File: src/rtl/rfs_pkg.sv
// ============================================================================
// rfs_pkg
// Shared types, register map and constants of the restriction fragment scanner.
// ============================================================================
package rfs_pkg;

    // Default datapath widths
    localparam int POS_WIDTH_DEF   = 32;
    localparam int COUNT_WIDTH_DEF = 16;

    // Depth of the job queue between front and back
    localparam int QUEUE_DEPTH = 4;

    // Configuration address map (word index)
    localparam int                REG_IDX_W    = 3;
    localparam logic [REG_IDX_W-1:0] REG_MODE     = 3'd0;
    localparam logic [REG_IDX_W-1:0] REG_MIN_FRAG = 3'd1;
    localparam logic [REG_IDX_W-1:0] REG_MAX_FRAG = 3'd2;
    localparam logic [REG_IDX_W-1:0] REG_SITE     = 3'd3;
    localparam logic [REG_IDX_W-1:0] REG_CUT      = 3'd4;

    // Register reset values
    localparam logic        MODE_RST     = 1'b0;
    localparam logic [15:0] MIN_FRAG_RST = 16'd40;
    localparam logic [15:0] MAX_FRAG_RST = 16'd220;
    localparam logic [7:0]  SITE_RST     = 8'd90;   // C C G G
    localparam logic [2:0]  CUT_RST      = 3'd1;

    // Modes
    localparam logic MODE_FRAG = 1'b0;
    localparam logic MODE_CPG  = 1'b1;

    // Result kinds
    localparam logic KIND_FRAG = 1'b0;
    localparam logic KIND_CPG  = 1'b1;

    // Base codes
    localparam logic [2:0] BASE_C = 3'd1;
    localparam logic [2:0] BASE_G = 3'd2;

    // Largest usable cut offset
    localparam logic [2:0] CUT_MAX = 3'd4;

    // History with all three slots invalid
    localparam logic [8:0] HIST_EMPTY = 9'h124;

    typedef struct packed {
        logic        mode;
        logic [15:0] min_frag;
        logic [15:0] max_frag;
        logic [7:0]  site_pattern;
        logic [2:0]  cut_offset;
    } rfs_cfg_t;

    typedef struct packed {
        logic [2:0] base;
        logic       end_of_sequence;
    } rfs_in_t;

    typedef struct packed {
        logic        kind;
        logic [31:0] frag_start;
        logic [31:0] frag_stop;
        logic [15:0] cpg_count;
        logic [31:0] cpg_position;
        logic        last_of_run;
    } rfs_out_t;

endpackage

File: src/rtl/restriction_fragment_scanner_unit.sv
// ============================================================================
// restriction_fragment_scanner_unit
// In-silico restriction digest of a DNA base stream, one base per item.
// ============================================================================
//
//  channel   | handshake             | payload
//  ----------+-----------------------+-------------------------------------
//  bases in  | push / full           | item   (base, end_of_sequence)
//  results   | pop / empty           | result (kind, start, stop, count,
//            |                       |         cpg_position, last_of_run)
//  config    | psel/penable/pwrite   | paddr, pwdata, prdata, pready
//
//  A base is taken every cycle while full is low; the front updates the
//  history, position, cut point and CpG count in that same cycle.
//  A result reaches the output through the queue, then the output register
//  where the size filter is applied, and can be popped from there.
//  Each item gives up to two results and the output hands out one per cycle
//  while pop is high, so a run of double-result items fills the queue.
//  Reset brings the control state and the configuration registers to their defaults.
//  A stalled output fills the four-entry job queue, then raises full.
//
module restriction_fragment_scanner_unit #(
    parameter int POS_WIDTH   = rfs_pkg::POS_WIDTH_DEF,
    parameter int COUNT_WIDTH = rfs_pkg::COUNT_WIDTH_DEF
) (
    input  logic              clk,
    input  logic              rst_n,
    // base items
    input  logic              push,
    output logic              full,
    input  rfs_pkg::rfs_in_t  item,
    // result items
    input  logic              pop,
    output logic              empty,
    output rfs_pkg::rfs_out_t result,
    // configuration
    input  logic              psel,
    input  logic              penable,
    input  logic              pwrite,
    input  logic [4:0]        paddr,
    input  logic [31:0]       pwdata,
    output logic [31:0]       prdata,
    output logic              pready
);

    localparam int JOB_W = 2 * (2 + 2 * POS_WIDTH + COUNT_WIDTH);

    // Configuration registers
    logic        mode_reg,     mode_next;
    logic [15:0] min_frag_reg, min_frag_next;
    logic [15:0] max_frag_reg, max_frag_next;
    logic [7:0]  site_reg,     site_next;
    logic [2:0]  cut_reg,      cut_next;

    rfs_pkg::rfs_cfg_t cfg;

    logic [rfs_pkg::REG_IDX_W-1:0] reg_idx;
    logic                          wr_en;

    logic             q_push, q_pop, q_full, q_empty;
    logic [JOB_W-1:0] q_in, q_head;

    assign pready  = 1'b1;
    assign wr_en   = psel && penable && pwrite && pready;
    assign reg_idx = paddr[4:2];

    assign cfg.mode         = mode_reg;
    assign cfg.min_frag     = min_frag_reg;
    assign cfg.max_frag     = max_frag_reg;
    assign cfg.site_pattern = site_reg;
    assign cfg.cut_offset   = cut_reg;

    // Register write decode
    always_comb
    begin
        mode_next     = mode_reg;
        min_frag_next = min_frag_reg;
        max_frag_next = max_frag_reg;
        site_next     = site_reg;
        cut_next      = cut_reg;
        if (wr_en)
        begin
            unique case (reg_idx)
                rfs_pkg::REG_MODE:     mode_next     = pwdata[0];
                rfs_pkg::REG_MIN_FRAG: min_frag_next = pwdata[15:0];
                rfs_pkg::REG_MAX_FRAG: max_frag_next = pwdata[15:0];
                rfs_pkg::REG_SITE:     site_next     = pwdata[7:0];
                rfs_pkg::REG_CUT:      cut_next      = pwdata[2:0];
                default:               ;
            endcase
        end
    end

    // Register read mux
    always_comb
    begin
        unique case (reg_idx)
            rfs_pkg::REG_MODE:     prdata = 32'(mode_reg);
            rfs_pkg::REG_MIN_FRAG: prdata = 32'(min_frag_reg);
            rfs_pkg::REG_MAX_FRAG: prdata = 32'(max_frag_reg);
            rfs_pkg::REG_SITE:     prdata = 32'(site_reg);
            rfs_pkg::REG_CUT:      prdata = 32'(cut_reg);
            default:               prdata = '0;
        endcase
    end

    always_ff @(posedge clk or negedge rst_n)
    begin
        if (!rst_n)
        begin
            mode_reg     <= rfs_pkg::MODE_RST;
            min_frag_reg <= rfs_pkg::MIN_FRAG_RST;
            max_frag_reg <= rfs_pkg::MAX_FRAG_RST;
            site_reg     <= rfs_pkg::SITE_RST;
            cut_reg      <= rfs_pkg::CUT_RST;
        end
        else
        begin
            mode_reg     <= mode_next;
            min_frag_reg <= min_frag_next;
            max_frag_reg <= max_frag_next;
            site_reg     <= site_next;
            cut_reg      <= cut_next;
        end
    end

    // Front: classify each base and build candidate records
    rfs_front #(
        .POS_WIDTH   (POS_WIDTH),
        .COUNT_WIDTH (COUNT_WIDTH),
        .JOB_W       (JOB_W)
    ) u_front (
        .clk    (clk),
        .rst_n  (rst_n),
        .cfg    (cfg),
        .push   (push),
        .item   (item),
        .q_full (q_full),
        .q_push (q_push),
        .job    (q_in)
    );

    // Hold jobs so front and back stall independently
    rfs_queue #(
        .WIDTH (JOB_W),
        .DEPTH (rfs_pkg::QUEUE_DEPTH)
    ) u_queue (
        .clk     (clk),
        .rst_n   (rst_n),
        .wr_en   (q_push),
        .wr_data (q_in),
        .rd_en   (q_pop),
        .rd_data (q_head),
        .full    (q_full),
        .empty   (q_empty)
    );

    // Back: filter by size and hand out records
    rfs_back #(
        .POS_WIDTH   (POS_WIDTH),
        .COUNT_WIDTH (COUNT_WIDTH),
        .JOB_W       (JOB_W)
    ) u_back (
        .clk     (clk),
        .rst_n   (rst_n),
        .cfg     (cfg),
        .q_head  (q_head),
        .q_empty (q_empty),
        .q_pop   (q_pop),
        .pop     (pop),
        .empty   (empty),
        .result  (result)
    );

    assign full = q_full;

endmodule

File: src/rtl/rfs_front.sv
// ============================================================================
// rfs_front
// Accepts bases, tracks history and counters, and builds candidate records.
// ============================================================================
module rfs_front #(
    parameter int POS_WIDTH   = rfs_pkg::POS_WIDTH_DEF,
    parameter int COUNT_WIDTH = rfs_pkg::COUNT_WIDTH_DEF,
    parameter int JOB_W       = 2 * (2 + 2 * POS_WIDTH + COUNT_WIDTH)
) (
    input  logic              clk,
    input  logic              rst_n,
    input  rfs_pkg::rfs_cfg_t cfg,
    input  logic              push,
    input  rfs_pkg::rfs_in_t  item,
    input  logic              q_full,
    output logic              q_push,
    output logic [JOB_W-1:0]  job
);

    localparam int P = POS_WIDTH;
    localparam int C = COUNT_WIDTH;

    logic [8:0]   hist_reg,  hist_next;
    logic [P-1:0] pos_reg,   pos_next;
    logic [P-1:0] cut_reg,   cut_next;
    logic [C-1:0] cnt_reg,   cnt_next;

    logic         accept;
    logic         bad;
    logic [2:0]   s0, s1, s2;
    logic         hist_full;
    logic         site;
    logic         cg;
    logic [2:0]   off;
    logic [P:0]   t_sum;
    logic [P:0]   stop_w;
    logic [P:0]   cut_w;
    logic [P-1:0] site_stop;
    logic [P-1:0] site_cut;
    logic [P-1:0] pos_upd;
    logic [P-1:0] cut_upd;
    logic [C-1:0] cnt_upd;
    logic [8:0]   hist_upd;
    logic         v0, v1, k0;
    logic [P-1:0] st0, sp0;

    assign accept = push && !q_full;

    always_comb
    begin
        bad       = item.base[2];
        s0        = hist_reg[2:0];
        s1        = hist_reg[5:3];
        s2        = hist_reg[8:6];
        hist_full = !s0[2] && !s1[2] && !s2[2];
        site      = !bad && (cfg.mode == rfs_pkg::MODE_FRAG) && hist_full &&
                    ({s2[1:0], s1[1:0], s0[1:0], item.base[1:0]} == cfg.site_pattern);
        cg        = !bad && (s0 == rfs_pkg::BASE_C) && (item.base == rfs_pkg::BASE_G);

        off       = (cfg.cut_offset > rfs_pkg::CUT_MAX) ? rfs_pkg::CUT_MAX : cfg.cut_offset;
        t_sum     = {1'b0, pos_reg} + (P+1)'(off);
        stop_w    = (t_sum >= (P+1)'(3)) ? t_sum - (P+1)'(3) : '0;
        cut_w     = (t_sum >= (P+1)'(3)) ? t_sum - (P+1)'(2) : (P+1)'(1);
        site_stop = stop_w[P] ? '1 : stop_w[P-1:0];
        site_cut  = cut_w[P]  ? '1 : cut_w[P-1:0];

        pos_upd   = (&pos_reg) ? pos_reg : pos_reg + P'(1);
        cut_upd   = site ? site_cut : cut_reg;
        if (site)
            cnt_upd = '0;
        else if (cg && (cfg.mode == rfs_pkg::MODE_FRAG) && !(&cnt_reg))
            cnt_upd = cnt_reg + C'(1);
        else
            cnt_upd = cnt_reg;
        hist_upd  = bad ? rfs_pkg::HIST_EMPTY : {hist_reg[5:0], item.base};

        // Slot 0: site cut or CpG position; slot 1: end-of-sequence fragment
        v0  = site || (cg && (cfg.mode == rfs_pkg::MODE_CPG));
        k0  = site ? rfs_pkg::KIND_FRAG : rfs_pkg::KIND_CPG;
        st0 = cut_reg;
        sp0 = site ? site_stop : pos_reg;
        v1  = item.end_of_sequence && (cfg.mode == rfs_pkg::MODE_FRAG);
    end

    assign job    = {v1, rfs_pkg::KIND_FRAG, cut_upd, pos_upd, cnt_upd,
                     v0, k0, st0, sp0, cnt_reg};
    assign q_push = accept && (v0 || v1);

    always_comb
    begin
        hist_next = hist_reg;
        pos_next  = pos_reg;
        cut_next  = cut_reg;
        cnt_next  = cnt_reg;
        if (accept)
        begin
            if (item.end_of_sequence)
            begin
                hist_next = rfs_pkg::HIST_EMPTY;
                pos_next  = '0;
                cut_next  = P'(1);
                cnt_next  = '0;
            end
            else
            begin
                hist_next = hist_upd;
                pos_next  = pos_upd;
                cut_next  = cut_upd;
                cnt_next  = cnt_upd;
            end
        end
    end

    always_ff @(posedge clk or negedge rst_n)
    begin
        if (!rst_n)
        begin
            hist_reg <= rfs_pkg::HIST_EMPTY;
            pos_reg  <= '0;
            cut_reg  <= P'(1);
            cnt_reg  <= '0;
        end
        else
        begin
            hist_reg <= hist_next;
            pos_reg  <= pos_next;
            cut_reg  <= cut_next;
            cnt_reg  <= cnt_next;
        end
    end

endmodule

File: src/rtl/rfs_queue.sv
// ============================================================================
// rfs_queue
// Small first-in first-out queue of jobs between front and back.
// ============================================================================
module rfs_queue #(
    parameter int WIDTH = 8,
    parameter int DEPTH = rfs_pkg::QUEUE_DEPTH
) (
    input  logic             clk,
    input  logic             rst_n,
    input  logic             wr_en,
    input  logic [WIDTH-1:0] wr_data,
    input  logic             rd_en,
    output logic [WIDTH-1:0] rd_data,
    output logic             full,
    output logic             empty
);

    localparam int PTR_W = (DEPTH > 1) ? $clog2(DEPTH) : 1;
    localparam int CNT_W = $clog2(DEPTH + 1);

    logic [WIDTH-1:0] store_reg [DEPTH];
    logic [PTR_W-1:0] wr_ptr_reg, wr_ptr_next;
    logic [PTR_W-1:0] rd_ptr_reg, rd_ptr_next;
    logic [CNT_W-1:0] cnt_reg,    cnt_next;
    logic             do_wr, do_rd;

    assign full    = (cnt_reg == CNT_W'(DEPTH));
    assign empty   = (cnt_reg == '0);
    assign do_wr   = wr_en && !full;
    assign do_rd   = rd_en && !empty;
    assign rd_data = store_reg[rd_ptr_reg];

    always_comb
    begin
        wr_ptr_next = wr_ptr_reg;
        rd_ptr_next = rd_ptr_reg;
        cnt_next    = cnt_reg;
        if (do_wr)
            wr_ptr_next = (wr_ptr_reg == PTR_W'(DEPTH - 1)) ? '0 : wr_ptr_reg + PTR_W'(1);
        if (do_rd)
            rd_ptr_next = (rd_ptr_reg == PTR_W'(DEPTH - 1)) ? '0 : rd_ptr_reg + PTR_W'(1);
        if (do_wr && !do_rd)
            cnt_next = cnt_reg + CNT_W'(1);
        else if (do_rd && !do_wr)
            cnt_next = cnt_reg - CNT_W'(1);
    end

    always_ff @(posedge clk or negedge rst_n)
    begin
        if (!rst_n)
        begin
            wr_ptr_reg <= '0;
            rd_ptr_reg <= '0;
            cnt_reg    <= '0;
        end
        else
        begin
            wr_ptr_reg <= wr_ptr_next;
            rd_ptr_reg <= rd_ptr_next;
            cnt_reg    <= cnt_next;
        end
    end

    always_ff @(posedge clk)
    begin
        if (do_wr)
            store_reg[wr_ptr_reg] <= wr_data;
    end

endmodule

File: src/rtl/rfs_back.sv
// ============================================================================
// rfs_back
// Applies the size filter to queued jobs and hands out records one at a time.
// ============================================================================
module rfs_back #(
    parameter int POS_WIDTH   = rfs_pkg::POS_WIDTH_DEF,
    parameter int COUNT_WIDTH = rfs_pkg::COUNT_WIDTH_DEF,
    parameter int JOB_W       = 2 * (2 + 2 * POS_WIDTH + COUNT_WIDTH)
) (
    input  logic              clk,
    input  logic              rst_n,
    input  rfs_pkg::rfs_cfg_t cfg,
    input  logic [JOB_W-1:0]  q_head,
    input  logic              q_empty,
    output logic              q_pop,
    input  logic              pop,
    output logic              empty,
    output rfs_pkg::rfs_out_t result
);

    localparam int P      = POS_WIDTH;
    localparam int C      = COUNT_WIDTH;
    localparam int SLOT_W = 2 + 2 * P + C;

    logic [JOB_W-1:0] job_reg,  job_next;
    logic [1:0]       pass_reg, pass_next;

    logic [SLOT_W-1:0] h0, h1, j0, j1, cur;
    logic [1:0]        head_pass;
    logic              sel;
    logic              last;
    logic              take;
    logic              load_ok;

    function automatic logic frag_ok(input logic [P-1:0] start, input logic [P-1:0] stop,
                                     input logic [15:0] lo, input logic [15:0] hi);
        logic [P:0] end1;
        logic [P:0] len;
        end1 = {1'b0, stop} + (P+1)'(1);
        len  = (end1 >= {1'b0, start}) ? end1 - {1'b0, start} : '0;
        if (lo != '0 && hi != '0)
            return (len >= (P+1)'(lo)) && (len <= (P+1)'(hi));
        return 1'b1;
    endfunction

    // Slot layout, msb first: valid, kind, start, stop, count
    always_comb
    begin
        h0 = q_head[SLOT_W-1:0];
        h1 = q_head[JOB_W-1:SLOT_W];
        j0 = job_reg[SLOT_W-1:0];
        j1 = job_reg[JOB_W-1:SLOT_W];

        head_pass[0] = h0[SLOT_W-1] &&
                       ((h0[SLOT_W-2] == rfs_pkg::KIND_CPG) ||
                        frag_ok(h0[C+2*P-1:C+P], h0[C+P-1:C], cfg.min_frag, cfg.max_frag));
        head_pass[1] = h1[SLOT_W-1] &&
                       frag_ok(h1[C+2*P-1:C+P], h1[C+P-1:C], cfg.min_frag, cfg.max_frag);

        sel     = !pass_reg[0];
        cur     = sel ? j1 : j0;
        last    = sel || !pass_reg[1];
        empty   = !(|pass_reg);
        take    = pop && !empty;
        load_ok = empty || (take && last);
        q_pop   = load_ok && !q_empty;

        job_next  = job_reg;
        pass_next = pass_reg;
        if (q_pop)
        begin
            job_next  = q_head;
            pass_next = head_pass;
        end
        else if (take)
        begin
            // advance to the second record, or drop the finished job
            pass_next = last ? 2'b00 : 2'b10;
        end
    end

    always_comb
    begin
        result.kind         = cur[SLOT_W-2];
        result.last_of_run  = last;
        if (cur[SLOT_W-2] == rfs_pkg::KIND_CPG)
        begin
            result.frag_start   = '0;
            result.frag_stop    = '0;
            result.cpg_count    = '0;
            result.cpg_position = 32'(cur[C+P-1:C]);
        end
        else
        begin
            result.frag_start   = 32'(cur[C+2*P-1:C+P]);
            result.frag_stop    = 32'(cur[C+P-1:C]);
            result.cpg_count    = 16'(cur[C-1:0]);
            result.cpg_position = '0;
        end
    end

    always_ff @(posedge clk or negedge rst_n)
    begin
        if (!rst_n)
            pass_reg <= '0;
        else
            pass_reg <= pass_next;
    end

    always_ff @(posedge clk)
    begin
        job_reg <= job_next;
    end

endmodule
File: config.mk
export PLATFORM = sky130hd
export DESIGN_NAME = restriction_fragment_scanner_unit
export DESIGN_NICKNAME = d
export VERILOG_FILES = /design/src/rtl/rfs_pkg.sv /design/src/rtl/restriction_fragment_scanner_unit.sv /design/src/rtl/rfs_front.sv /design/src/rtl/rfs_queue.sv /design/src/rtl/rfs_back.sv
export SDC_FILE = /design/constraint.sdc
export NUM_CORES = 1
export LEC_CHECK = 0
export BUFFER_PORTS_ARGS = -buffer_cell sky130_fd_sc_hd__buf_2
export CELL_PAD_IN_SITES_DETAIL_PLACEMENT = 0
export CELL_PAD_IN_SITES_GLOBAL_PLACEMENT = 1
export CORE_MARGIN = 1.5
export CORE_UTILIZATION = 46
export DETAILED_ROUTE_END_ITERATION = 6
export PLACE_DENSITY = 0.77
export SYNTH_ARGS = -nofsm -noshare
export SYNTH_HDL_FRONTEND = slang
export SYNTH_SLANG_ARGS = --single-unit
File: constraint.sdc
create_clock -name clk -period 9.8 [get_ports clk]
set_input_delay 1.96 -clock clk [delete_from_list [all_inputs] [get_ports clk]]
set_output_delay 1.96 -clock clk [all_outputs]
set_load 0.005 [all_outputs]
==> results_dict.tcl <==
set metrics [dict create \
    synth_top_area_share_pct 52.67 \
    die_area_um2 102700 \
    reg2reg_slack_ns 1.02 \
    critPathTopFamily "compound AO/OA/AOI/OAI gates" \
    rows 116 \
    vias 29590 \
    start_util_pct 46.36 \
    die_y_um 320.5 \
    multi_input_area_um2 16810 \
    cpMostUsedCell "o21ai_0" \
    fin_area_um2 51910 \
    endpoint "u_back.pass_reg[1]" \
    cp.required_ns 10.37 \
    setup_tns_ns 0 \
    antenna_found_initial 3 \
    sequentialPowerShare_pct 31.5 \
    synthesis.area_um2 46360 \
    critical_path.endpoint_type "flop" \
    seqCellArea_um2 28000 \
    grt_start_max_net_pins 117 \
    hold_viol_final 0 \
    hold_buffers 0 \
    p_sw_share_pct 39.99 \
    place.gp.congestion 0.9235 \
    layout-drive-gt1-share_pct 16.43 \
    dr.pass1.iters 7 \
    synth_edf_count 813 \
    async_reset_ff_share_pct 14.87 \
    clkPwrFrac_pct 21.0 \
    crit_cells 27 \
    synth_cell_type_count 96 \
    grt_util_all_layers_pct 24.78 \
    yosysWarnings 0 \
    post_cts_resized 0 \
    post_dp_cell_area_um2 48620 \
    wl_mm 127.4 \
    netlist_instances 3558 \
    grt_pass1_vias 28960 \
    synth-main-ff-cell "edfxtp_1" \
    die_w_um 320.5 \
    ant_nets 0 \
    crit_type "reg -> reg" \
    via_per_inst 5.819 \
    final_common_cell "edfxtp_1" \
    synth.area.top_cells "edfxtp_1 (53%), mux4_2 (8.0%), dfrtp_1 (6.8%)" \
    drv_slew 0 \
    rsz0062_at_grt "false" \
    post_cts_buffers 0 \
    arrival_ns 9.34 \
    fmax_ghz 0.1139 \
    regToRegStartpoint "u_queue.rd_ptr_reg[0]" \
    period_share_pct 89.58 \
    hold_start "u_front.hist_reg[7]" \
    min_period_ns 8.779 \
    setup_viol 0 \
    ys_seq_elements 955 \
    cts.sinks 955 \
    avgSynthCellArea_um2 13.03 \
    grt-ovfl-total 0 \
    wire_per_inst_um 25.06 \
    p_leak_nw 19.86 \
    synth_seq_area_share_pct 60.37 \
    finClkSkew_ns 0.03380 \
    io_buffers 161 \
    grt_pass1_wl_mm 187.7 \
    maxCapViolCount 0 \
    crit_start "u_queue.rd_ptr_reg[0]" \
    numCtsBuffers 96 \
    combPwrFrac_pct 47.5 \
    clkTransAtPathRegs_ns 0.06 \
    fillers 8375 \
    dp_hpwl_mm 88.68 \
    r2r_end "u_back.pass_reg[1]" \
    max-clock-path-buffers 3 \
    powerDensity_nw_per_um2 349.6 \
    area_growth_pct 11.97 \
    cts_tree "yes" \
    clk_latency_ns 0.70 \
    io_pins 197 \
    final_cell_mix "edfxtp_1 (813), nand2_1 (353), o21ai_0 (246), inv_1 (225), nor2_1 (192)" \
    largest_reg_flops 652 \
    slowest_delay_ns 0.80 \
    p_int_w 0.01089 \
    status "finished, final reports clean" \
    h-tree-depth 3 \
    crit_buf_inv 2 \
    drt_iter0_drc 2664 \
    clockRootBuffer "clkbuf_16" \
    core_um2 100000 \
    start_kind "flop" \
    hold_path.class "reg -> reg" \
    slew-limit-headroom_pct 23.63 \
    critPathMaxFanout 26 \
    nets 3899 \
    yosysTopAreaCell "edfxtp_1" \
    worst_ir_drop_vdd_mv 0.1775 \
    r2r_cells 27 \
    p_sw_w 0.007256 \
    worst_pin_slew_ns 1.135 \
    route.detailed.drc 0 \
    slowest_stage "a211oi_2" \
]
-- how the worst min path moves through the flow --
stage                               end  slack (ns)  depth (start not counted)
global route        u_front.hist_reg[7]        0.51                          2
global placement     u_queue.cnt_reg[2]        0.47                          1
detailed placement  u_front.hist_reg[7]        0.48                          2
CTS                 u_front.hist_reg[7]        0.49                          2
floorplan            u_queue.cnt_reg[2]        0.46                          1
finish              u_front.hist_reg[7]        0.48                          2
-- metrics by stage --
| step | setup slack, ns | cells | util, % | hold WS (ns) | power (W) |
|---|---|---|---|---|---|
| after floorplan | 1.719 | 3573 | - | 0.4560 | 0.01159 |
| after global placement | 1.040 | 4903 | 48.61 | 0.4713 | 0.01432 |
| after detailed placement | 1.018 | 4903 | 48.61 | 0.4767 | 0.01437 |
| after CTS | 0.9450 | 5083 | 51.90 | 0.4896 | 0.01819 |
| after global routing | 0.2345 | 5083 | 51.90 | 0.5126 | 0.01924 |
| final | 1.021 | 5084 | 51.91 | 0.4813 | 0.01815 |
-- power groups by stage --
stage	Sequential, W	Combinational, W	Clock [W]
2_1_floorplan	0.00566	0.00593	0
3_3_place_gp	0.00577	0.00855	0
3_5_place_dp	0.00580	0.00857	0
4_1_cts	0.00572	0.00861	0.00386
5_1_grt	0.00578	0.00944	0.00401
6_report	0.00571	0.00863	0.00381
-- cells in the mapped netlist, types with 9 or more instances --
cell type and number:
xor2_1 102, nor2b_1 27, a21o_1 50, mux2_2 20
nand2_1 353, edfxtp_1 813, buf_2 21, a22o_1 30
o21ai_0 246, and2_1 25, nor4_1 27, nor2_1 195
nand2b_1 20, a221o_1 22, a21oi_1 118, o22ai_1 9
dfrtp_1 126, dfstp_2 16, nand4_1 59, and3_1 70
clkbuf_1 130, o21a_1 13, inv_1 226, mux4_2 164
nor3_1 48, a31oi_1 15, and4_1 9, nand3_1 81
a22oi_1 15, a211oi_1 14, buf_1 13, xnor2_1 136
ha_1 144, o21bai_1 10, or3_1 16, buf_4 23
o31ai_1 19
-- worst min-delay path, stage by stage (launching register included) --
cell     delay, ns
dfrtp_1       0.35
nand2_1       0.05
nand2_1       0.05
-- routing by layer --
metal / track usage [%] / routed length [µm] / vias up
met1: 33.84 / 54110 / 14820
met5: 0 / 13 / -
met2: 39.78 / 60100 / 1046
met4: 7.867 / 3423 / 2
li1: - / - / 13540
met3: 5.222 / 9749 / 175
-- final cells by class --
class | instances | area share (%)
Inverter | 228 | 1.649
Multi-Input combinational cell | 2202 | 32.38
Timing Repair Buffer | 220 | 2.562
Clock inverter | 54 | 1.278
Clock buffer | 126 | 5.057
Antenna cell | 1 | 0.004821
Tap cell | 1298 | 3.129
Sequential cell | 955 | 53.94
-- logic make-up (layout without fill, tap and decap cells) --
kind of cell	count (synthesis)	after routing	share of synthesized area (%)
xor+xnor	241	241	4.602
other cells	2	18	0.01620
mux	192	192	8.626
flops	955	955	60.37
compound gates	634	634	8.659
simple gates	969	969	10.01
fa+ha+maj	149	149	4.081
buf+inv	416	628	3.628
No activity file was read; power rests on OpenSTA's default activity.
